`src/rtl/ntxd_pkg.sv`:
```
// Shared types, phase codes and helper function for the name table deobfuscator.
// No dependencies; used by the decode stage and the top level.
package ntxd_pkg;

	localparam int BYTE_W  = 8;
	localparam int COUNT_W = 24;
	localparam int LEN_W   = 32;
	localparam int MOD_W   = 3;

	typedef enum logic [1:0] {
		PH_LEN  = 2'd0,
		PH_NAME = 2'd1,
		PH_TERM = 2'd2,
		PH_DONE = 2'd3
	} phase_t;

	typedef struct packed {
		logic              table_done;
		logic              entry_end;
		logic              is_name_byte;
		logic [BYTE_W-1:0] out_byte;
	} result_t;

	// residue mod 5 of a value below 512, by reciprocal multiply
	function automatic logic [MOD_W-1:0] mod5(input logic [8:0] x);
		logic [16:0] prod;
		logic [6:0]  q;
		logic [9:0]  r;
		prod = {8'd0, x} * 17'd205;
		q    = prod[16:10];
		r    = {1'b0, x} - ({3'd0, q} * 10'd5);
		return r[MOD_W-1:0];
	endfunction

endpackage

```
`src/rtl/ntxd_decode.sv`:
```
// Entry parser and keystream for the name table deobfuscator.
// Holds the parse state; depends on ntxd_pkg.
module ntxd_decode import ntxd_pkg::*; (
	input  logic               clk,
	input  logic               arst_n,
	input  logic               fire,
	input  logic [BYTE_W-1:0]  in_byte,
	input  logic [COUNT_W-1:0] entry_count,
	output result_t            res
);

	phase_t             phase_q, phase_d;
	logic [1:0]         pos_q, pos_d;
	logic [COUNT_W-1:0] idx_q, idx_d;
	logic [23:0]        len_lo_q, len_lo_d;
	logic [LEN_W-1:0]   cnt_q, cnt_d;
	logic [BYTE_W-1:0]  key_q, key_d;
	logic [MOD_W-1:0]   m5_q, m5_d;
	logic [LEN_W-1:0]   full_len;
	logic [MOD_W-1:0]   m5_acc;
	phase_t             ph;

	assign full_len = {in_byte, len_lo_q};
	assign m5_acc   = mod5({1'b0, in_byte} + {6'd0, m5_q});

	always_comb begin
		phase_d  = phase_q;
		pos_d    = pos_q;
		idx_d    = idx_q;
		len_lo_d = len_lo_q;
		cnt_d    = cnt_q;
		key_d    = key_q;
		m5_d     = m5_q;
		res      = '0;
		res.out_byte = in_byte;
		ph = phase_q;
		if (phase_q == PH_LEN && pos_q == 2'd0 && idx_q >= entry_count)
			ph = PH_DONE;
		unique case (ph)
			PH_LEN: begin
				unique case (pos_q)
					2'd0: begin
						len_lo_d[7:0] = in_byte;
						m5_d = mod5({1'b0, in_byte});
						pos_d = 2'd1;
					end
					2'd1: begin
						len_lo_d[15:8] = in_byte;
						m5_d = m5_acc;
						pos_d = 2'd2;
					end
					2'd2: begin
						len_lo_d[23:16] = in_byte;
						m5_d = m5_acc;
						pos_d = 2'd3;
					end
					default: begin
						cnt_d = full_len;
						key_d = idx_q[BYTE_W-1:0] + {5'd0, m5_acc}
							+ {full_len[6:0], 1'b0};
						pos_d = 2'd0;
						phase_d = (full_len == '0) ? PH_TERM : PH_NAME;
					end
				endcase
			end
			PH_NAME: begin
				res.out_byte     = in_byte ^ key_q;
				res.is_name_byte = 1'b1;
				key_d = key_q + 8'd2;
				cnt_d = cnt_q - 32'd1;
				if (cnt_q == 32'd1)
					phase_d = PH_TERM;
			end
			PH_TERM: begin
				res.entry_end = 1'b1;
				idx_d   = idx_q + 24'd1;
				pos_d   = 2'd0;
				phase_d = PH_LEN;
			end
			default: begin
				res.table_done = 1'b1;
				phase_d = PH_DONE;
			end
		endcase
	end

	always_ff @(posedge clk or negedge arst_n) begin
		if (!arst_n) begin
			phase_q <= PH_LEN;
			pos_q   <= 2'd0;
			idx_q   <= '0;
		end else if (fire) begin
			phase_q <= phase_d;
			pos_q   <= pos_d;
			idx_q   <= idx_d;
		end
	end

	always_ff @(posedge clk) begin
		if (fire) begin
			len_lo_q <= len_lo_d;
			cnt_q    <= cnt_d;
			key_q    <= key_d;
			m5_q     <= m5_d;
		end
	end

endmodule

```
`src/rtl/name_table_xor_deobfuscator_unit.sv`:
```
// Name table deobfuscator: input register, decode stage and result register.
// Depends on ntxd_pkg and ntxd_decode.
//
// Usage: bytes of the decompressed name table enter on the s_ stream, one
// request per byte. Each entry is a 4-byte little-endian length, the name
// bytes, then one terminator. Every input request yields exactly one output
// request on the m_ stream: the byte (name bytes XOR-decoded) and three flags
// in m_tuser. cfg_we/cfg_wdata load the entry count; write it only while the
// block is idle.
// Input acceptance reaches m_tvalid through the input register and the result
// register. Throughput: one byte per cycle while m_tready stays high, set by
// the single decode stage between the input register and the result register.
// Reset clears the parse state, the entry index and both stage valids; the
// entry count returns to 1. When the receiver holds m_tready low, the result
// stays in place, one more byte waits in the input register, and s_tready
// then drops until the output moves.
module name_table_xor_deobfuscator_unit import ntxd_pkg::*; (
	input  logic               clk,
	input  logic               arst_n,
	input  logic               s_tvalid,
	output logic               s_tready,
	input  logic [7:0]         s_tdata,   // [7:0] in_byte
	output logic               m_tvalid,
	input  logic               m_tready,
	output logic [7:0]         m_tdata,   // [7:0] out_byte
	output logic [2:0]         m_tuser,   // [0] is_name_byte, [1] entry_end, [2] table_done
	input  logic               cfg_we,
	input  logic [COUNT_W-1:0] cfg_wdata
);

	logic               valid_s1;
	logic [BYTE_W-1:0]  byte_s1;
	logic               valid_s2;
	result_t            res_s2;
	result_t            res;
	logic [COUNT_W-1:0] entry_count_q;
	logic               advance;
	logic               fire;

	assign advance  = !valid_s2 || m_tready;
	assign fire     = valid_s1 && advance;
	assign s_tready = !valid_s1 || advance;

	always_ff @(posedge clk or negedge arst_n) begin
		if (!arst_n) begin
			entry_count_q <= 24'd1;
		end else if (cfg_we) begin
			entry_count_q <= cfg_wdata;
		end
	end

	always_ff @(posedge clk or negedge arst_n) begin
		if (!arst_n) begin
			valid_s1 <= 1'b0;
			valid_s2 <= 1'b0;
		end else begin
			if (s_tready)
				valid_s1 <= s_tvalid;
			if (advance)
				valid_s2 <= valid_s1;
		end
	end

	always_ff @(posedge clk) begin
		if (s_tvalid && s_tready)
			byte_s1 <= s_tdata;
		if (fire)
			res_s2 <= res;
	end

	ntxd_decode u_decode (
		.clk         (clk),
		.arst_n      (arst_n),
		.fire        (fire),
		.in_byte     (byte_s1),
		.entry_count (entry_count_q),
		.res         (res)
	);

	assign m_tvalid = valid_s2;
	assign m_tdata  = res_s2.out_byte;
	assign m_tuser  = {res_s2.table_done, res_s2.entry_end, res_s2.is_name_byte};

endmodule

```
`config.mk`:
```
export PLATFORM = sky130hd
export DESIGN_NAME = name_table_xor_deobfuscator_unit
export DESIGN_NICKNAME = d
export VERILOG_FILES = /design/src/rtl/ntxd_pkg.sv /design/src/rtl/ntxd_decode.sv /design/src/rtl/name_table_xor_deobfuscator_unit.sv
export SDC_FILE = /design/constraint.sdc
export NUM_CORES = 1
export LEC_CHECK = 0
export BUFFER_PORTS_ARGS = -buffer_cell sky130_fd_sc_hd__buf_4
export CAP_MARGIN = 20
export CELL_PAD_IN_SITES_DETAIL_PLACEMENT = 1
export CELL_PAD_IN_SITES_GLOBAL_PLACEMENT = 2
export CORE_MARGIN = 1
export CORE_UTILIZATION = 40
export DETAILED_ROUTE_END_ITERATION = 7
export PLACE_DENSITY_LB_ADDON = 0.1
export SLEW_MARGIN = 20
export SYNTH_ARGS = -nofsm -noshare
export SYNTH_HDL_FRONTEND = slang
export SYNTH_SLANG_ARGS = --single-unit
```
`constraint.sdc`:
```
create_clock -name clk -period 9 [get_ports clk]
set_clock_uncertainty 0.15 [all_clocks]
set_input_delay 0 -clock clk [delete_from_list [all_inputs] [get_ports clk]]
set_output_delay 0 -clock clk [all_outputs]
set_load 0.02 [all_outputs]
```
After elaboration in Yosys (flattened, before gate mapping)
Cells that the tools add are included. Widths: inputs -> output; s select.

Reductions and logical operators: 26. Bitwise gates (word level): 1. Divide/modulo/power cells: 0. $add $sub $neg: 8. Eq/ne operators: 7. Multiplexer cells: 15. Order comparisons: 1. Shifts and indexed selects: 0. Multiply operators: 4.

Operators with widths (number): $pmux 32 s2 (1); $eq 32x1->1 const B (1); $logic_not 32->1 (1); $mux 32 (1); $sub 32x1->32 const B (1); $add 24x1->24 const B (1); $ge 24x24->1 (1); $reduce_and 3->1 (6); $mul 9x8->17 const B (1); $mul 8x8->16 const B (1); $pmux 8 s2 (1); $pmux 2 s3 (2); $add 8x3->9 (1); $mux 9 (1); $add 8x2->8 const B (1); $add 8x3->8 (1); $add 8x8->8 (1); $mux 2 (4); $mux 8 (1); $xor 8x8->8 (1); $mul 7x3->3 const B (1); $logic_not 2->1 (3); $mul 6x3->3 const B (1); $pmux 3 s2 (1); 14 further kinds (27).

Bits in registers: 140. Bits in writable memories: 0. Memories: 0. Logic and storage cells: 79. ROM bits: 0. Latch bits: 0.

Logic depth before layout (Yosys ltp)
Depth after elaboration: 8. Gate-level depth with buffers: 34. Mapped depth without buffers: 34.

Hierarchy
From an unflattened synthesis, not the netlist that was laid out.

Cells, all modules: 861. Area, all modules: 9505.4 µm².

Modules (own cells, without submodules): ntxd_decode (instances 1, area an instance 7847.5 µm², cells an instance 783, sequential area each 2712.6 µm²); name_table_xor_deobfuscator_unit (instances 1, area an instance 1657.8 µm², cells an instance 78, sequential area each 1222.4 µm²).

Least setup slack after synthesis
No wires, ideal clock.

Path kind: reg2reg. From: reg byte_s1[0]. To: reg u_decode.key_q[7] (data pin). Arrival time: 7.605 ns. Path slack: 0.985 ns. Library setup time: 0.261 ns. Clock period less this slack: 8.015 ns. Cell stages (with the launch flop): 33. Buffers on the path: 0. Required time: 8.589 ns. Path through: edfxtp_1 -> ha_1 -> fa_1 -> a21oi_1 -> nor2_1 -> nand2_1 -> xnor2_1 -> ha_1 -> fa_1 -> inv_1 -> fa_1 -> fa_1 -> inv_1 -> ha_1 -> a211oi_1 -> nand2_1 -> a31oi_1 -> nor2_1 -> ha_1 -> fa_1 -> xnor2_1 -> xnor2_1 -> xor2_1 -> xnor2_1 -> fa_1 -> inv_1 -> fa_1 -> a21o_1 -> a21oi_1 -> o21bai_1 -> a21oi_1 -> xnor2_1 -> mux2i_1.

Word-level cells in the longest chain between the ends: 8.

RTL lines: from (decl) (line name_table_xor_deobfuscator_unit.sv:32) `logic [BYTE_W-1:0] byte_s1;`; from (signal assigned) (line name_table_xor_deobfuscator_unit.sv:66) `byte_s1 <= s_tdata;`; $add 8x3->9 * (line ntxd_decode.sv:24) `assign m5_acc = mod5({1'b0, in_byte} + {6'd0, m5_q});`; $mul 9x8->17 (line ntxd_pkg.sv:29) `prod = {8'd0, x} * 17'd205;`; $mul 7x3->3 (line ntxd_pkg.sv:31) `r = {1'b0, x} - ({3'd0, q} * 10'd5);`; $sub 3x3->3 * (line ntxd_pkg.sv:31); $add 8x3->8 * (line ntxd_decode.sv:59) `key_d = idx_q[BYTE_W-1:0] + {5'd0, m5_acc}`; $add 8x8->8 * (line ntxd_decode.sv:60) `+ {full_len[6:0], 1'b0};`; $mux 8 * (line ntxd_decode.sv:41) `unique case (pos_q)`; $pmux 8 s2 * (line ntxd_decode.sv:39) `unique case (ph)`; net u_decode.key_d[7] (line ntxd_decode.sv:17) `logic [BYTE_W-1:0] key_q, key_d;`; to (signal assigned) (line ntxd_decode.sv:103) `key_q <= key_d;`; to (decl) (line ntxd_decode.sv:17).

The timed path passes the listed nets; every way through them passes the cells marked *. The select of a mux whose other input is x is not followed. A chain may end at the register's enable or synchronous reset.

Worst setup path in the final report
Same ends and word-level chain as after synthesis.

==> impl_metrics.env <==
export IMPL_slowest_stage="fa_1"
export IMPL_synth_cell_types=62
export IMPL_synth_most_common_cell="inv_1"
export IMPL_rsz0062_at_grt="false"
export IMPL_ys_seq_area_share_pct=41.08
export IMPL_crit_required_ns=9.02
export IMPL_nFillCells=2630
export IMPL_wl_per_cell_um=17.29
export IMPL_fin_crit_ns=8.412
export IMPL_syn_avg_cell_area_um2=10.32
export IMPL_finalSetupTns_ns=0
export IMPL_root_buffer="clkbuf_16"
export IMPL_status="completed"
export IMPL_critPathMaxFanout=6
export IMPL_crit_arrival_ns=8.43
export IMPL_drc=0
export IMPL_crit_path_frequent_cell="fa_1"
export IMPL_io_buffers=49
export IMPL_cts_tree="done"
export IMPL_r2r_end="u_decode.key_q[7]$_DFFE_PP_"
export IMPL_drive_gt1_share_pct=9.612
export IMPL_finalHoldViolCount=0
export IMPL_die_area_um2=24570
export IMPL_antenna_found_initial=0
export IMPL_drt_total_wl_um=24220
export IMPL_async_reset_ff_share_pct=38.57
export IMPL_maxSlewViolCount=0
export IMPL_viasPerCell=5.034
export IMPL_grt_pass1_wl_um=39620
export IMPL_initial_utilization_pct=40.81
export IMPL_gp_congestion=0.7849
export IMPL_clk_pin_slew_ns=0.07
export IMPL_cp_start_kind="register"
export IMPL_fmax_mhz=118.9
export IMPL_synth_area_leaders="edfxtp_1, ha_1, dfrtp_1, xnor2_1, fa_1"
export IMPL_postRouteAntennaNets=0
export IMPL_synth_commonest_cells="inv_1, ha_1, edfxtp_1"
export IMPL_synth_main_ff_cell="edfxtp_1"
export IMPL_grt_pass1_vias=7582
export IMPL_timing_rr_start="byte_s1[0]$_DFFE_PP_"
export IMPL_hold_path_class="input pin to async pin"
export IMPL_crit_path_end_kind="register"
export IMPL_dpl_hpwl_um=17390
export IMPL_die_w_um=156.8
export IMPL_dr_pass1_iters=4
export IMPL_grt_max_degree=87
export IMPL_fp_dieH_um=156.8
export IMPL_core_um2=23470
export IMPL_tightest_slew_ns=0.9477
export IMPL_synth_top_area_share_pct=26.96
export IMPL_r2r_cells=32
export IMPL_dr_first_iter_drc_count=235
export IMPL_track_usage_pct=21.18
export IMPL_slew_headroom_pct=36.24
export IMPL_io_pins=50
export IMPL_htreeDepth=4
export IMPL_cap_violations=0
export IMPL_num_vias=7053
export IMPL_synth_top_area_cell="edfxtp_1"
export IMPL_cts_num_sinks=140
export IMPL_area_growth_pct=22.84
export IMPL_synth_cells=928
export IMPL_cts_path_max_buffers=2
export IMPL_syn_nets=1110
export IMPL_num_nets_final=1251
export IMPL_insertion_delay_ns=0.42
export IMPL_worstSetupPathType="register to register"
export IMPL_diodes=0
export IMPL_rows=56
export IMPL_cpPeakStageDelay_ns=0.54
export IMPL_finalSetupViolCount=0
export IMPL_r2r_slack_ns=0.59
export IMPL_ys_ff_latch=140
export IMPL_synth_edf_count=86
export IMPL_yosys_warnings=0
export IMPL_cts_buffers=17
export IMPL_syn_area_um2=9579
export IMPL_globalRouteOverflowTotal=0
export IMPL_fin_crit_sh_pct=93.47
==> per-layer routing <==
metal  wire length (µm)  part of all wire [%]  track usage, %
met2              11810                    49           36.78
met5                  0                     0               0
met1              11670                    48           27.79
met4                250                   1.0           4.995
met3                498                   2.1           2.797
==> cell usage in the layout (no fill, tap or decap), drive strengths merged, types with 37 or more instances in the layout <==
master,count
xnor2,76
inv,137
dfrtp,53
o21ai,37
dlygate4sd3,83
edfxtp,86
nand2,70
a21oi,50
nor2,71
buf,59
ha,114
==> through the flow <==
stage	hold slack (ns)	utilization, %	instances	setup WS, ns	instance area [µm²]
after floorplan	-0.4456	-	928	0.9847	9579
after global placement	-0.04512	44.10	1286	0.5404	10350
after detailed placement	-0.04128	44.10	1286	0.4344	10350
after CTS	0.05252	50.07	1401	0.3579	11750
after global routing	0.09709	50.13	1401	0.04466	11770
final	0.01960	50.13	1401	0.5879	11770
==> worst max path at each step <==
stage | from | end | slack [ns] | depth (start not counted)
after floorplan | byte_s1[0]$_DFFE_PP_ | u_decode.key_q[7]$_DFFE_PP_ | 0.98 | 32
after detailed placement | byte_s1[0]$_DFFE_PP_ | u_decode.key_q[7]$_DFFE_PP_ | 0.43 | 32
after global placement | byte_s1[0]$_DFFE_PP_ | u_decode.key_q[7]$_DFFE_PP_ | 0.54 | 32
after global routing | byte_s1[0]$_DFFE_PP_ | u_decode.key_q[7]$_DFFE_PP_ | 0.04 | 32
final | byte_s1[0]$_DFFE_PP_ | u_decode.key_q[7]$_DFFE_PP_ | 0.59 | 32
after CTS | byte_s1[0]$_DFFE_PP_ | u_decode.key_q[7]$_DFFE_PP_ | 0.36 | 32
==> logic make-up after synthesis <==
family	count (synthesis)	share of synthesized area, %
and+or+nand+nor	245	12.74
DFF	140	41.08
adders and majority gates	145	21.37
muxes	12	1.306
xor gates and xnor gates	96	8.777
buffers and inverters	153	6.087
AOI/OAI and AO/OA	137	8.647
==> critical path: cells and delay by family (launching register included) <==
kind | cells | cell delay [ns]
AO/OA/AOI/OAI | 7 | 1.33
adder cells (fa/ha/maj) | 11 | 4.39
AND/OR/NAND/NOR | 4 | 0.41
XOR/XNOR | 6 | 1.22
flip-flops | 1 | 0.40
multiplexers | 1 | 0.09
buffers and inverters | 3 | 0.17
==> area by class of cell <==
cell class	count	area (µm²)	share of cell area, %
tap	319	399.1	3.392
sequential	140	3935	33.44
clock inverter	14	140.1	1.191
clock buffer	18	429.2	3.647
inverter	133	499.2	4.242
multi-input combinational	635	5091	43.26
timing repair buffer	142	1274	10.82
==> repair_timing <==
action,4_1_cts,5_1_grt
setup buffers,0,0
hold buffers,83,0
setup endpoints to repair,0,2
resized for setup,0,2
hold endpoints to repair,88,0
==> sequential cells by signal, indices dropped and copies added (netlist names), 3 cells and up <==
| register | count |
|---|---|
| m_tdata | 8 |
| u_decode.m5_q | 3 |
| byte_s1 | 8 |
| entry_count_q | 24 |
| u_decode.cnt_q | 32 |
| u_decode.len_lo_q | 24 |
| m_tuser | 3 |
| u_decode.key_q | 8 |
| u_decode.idx_q | 24 |
Power is not shown: default switching activity piles up to over one toggle a cycle in this logic, so the estimate is an artifact.
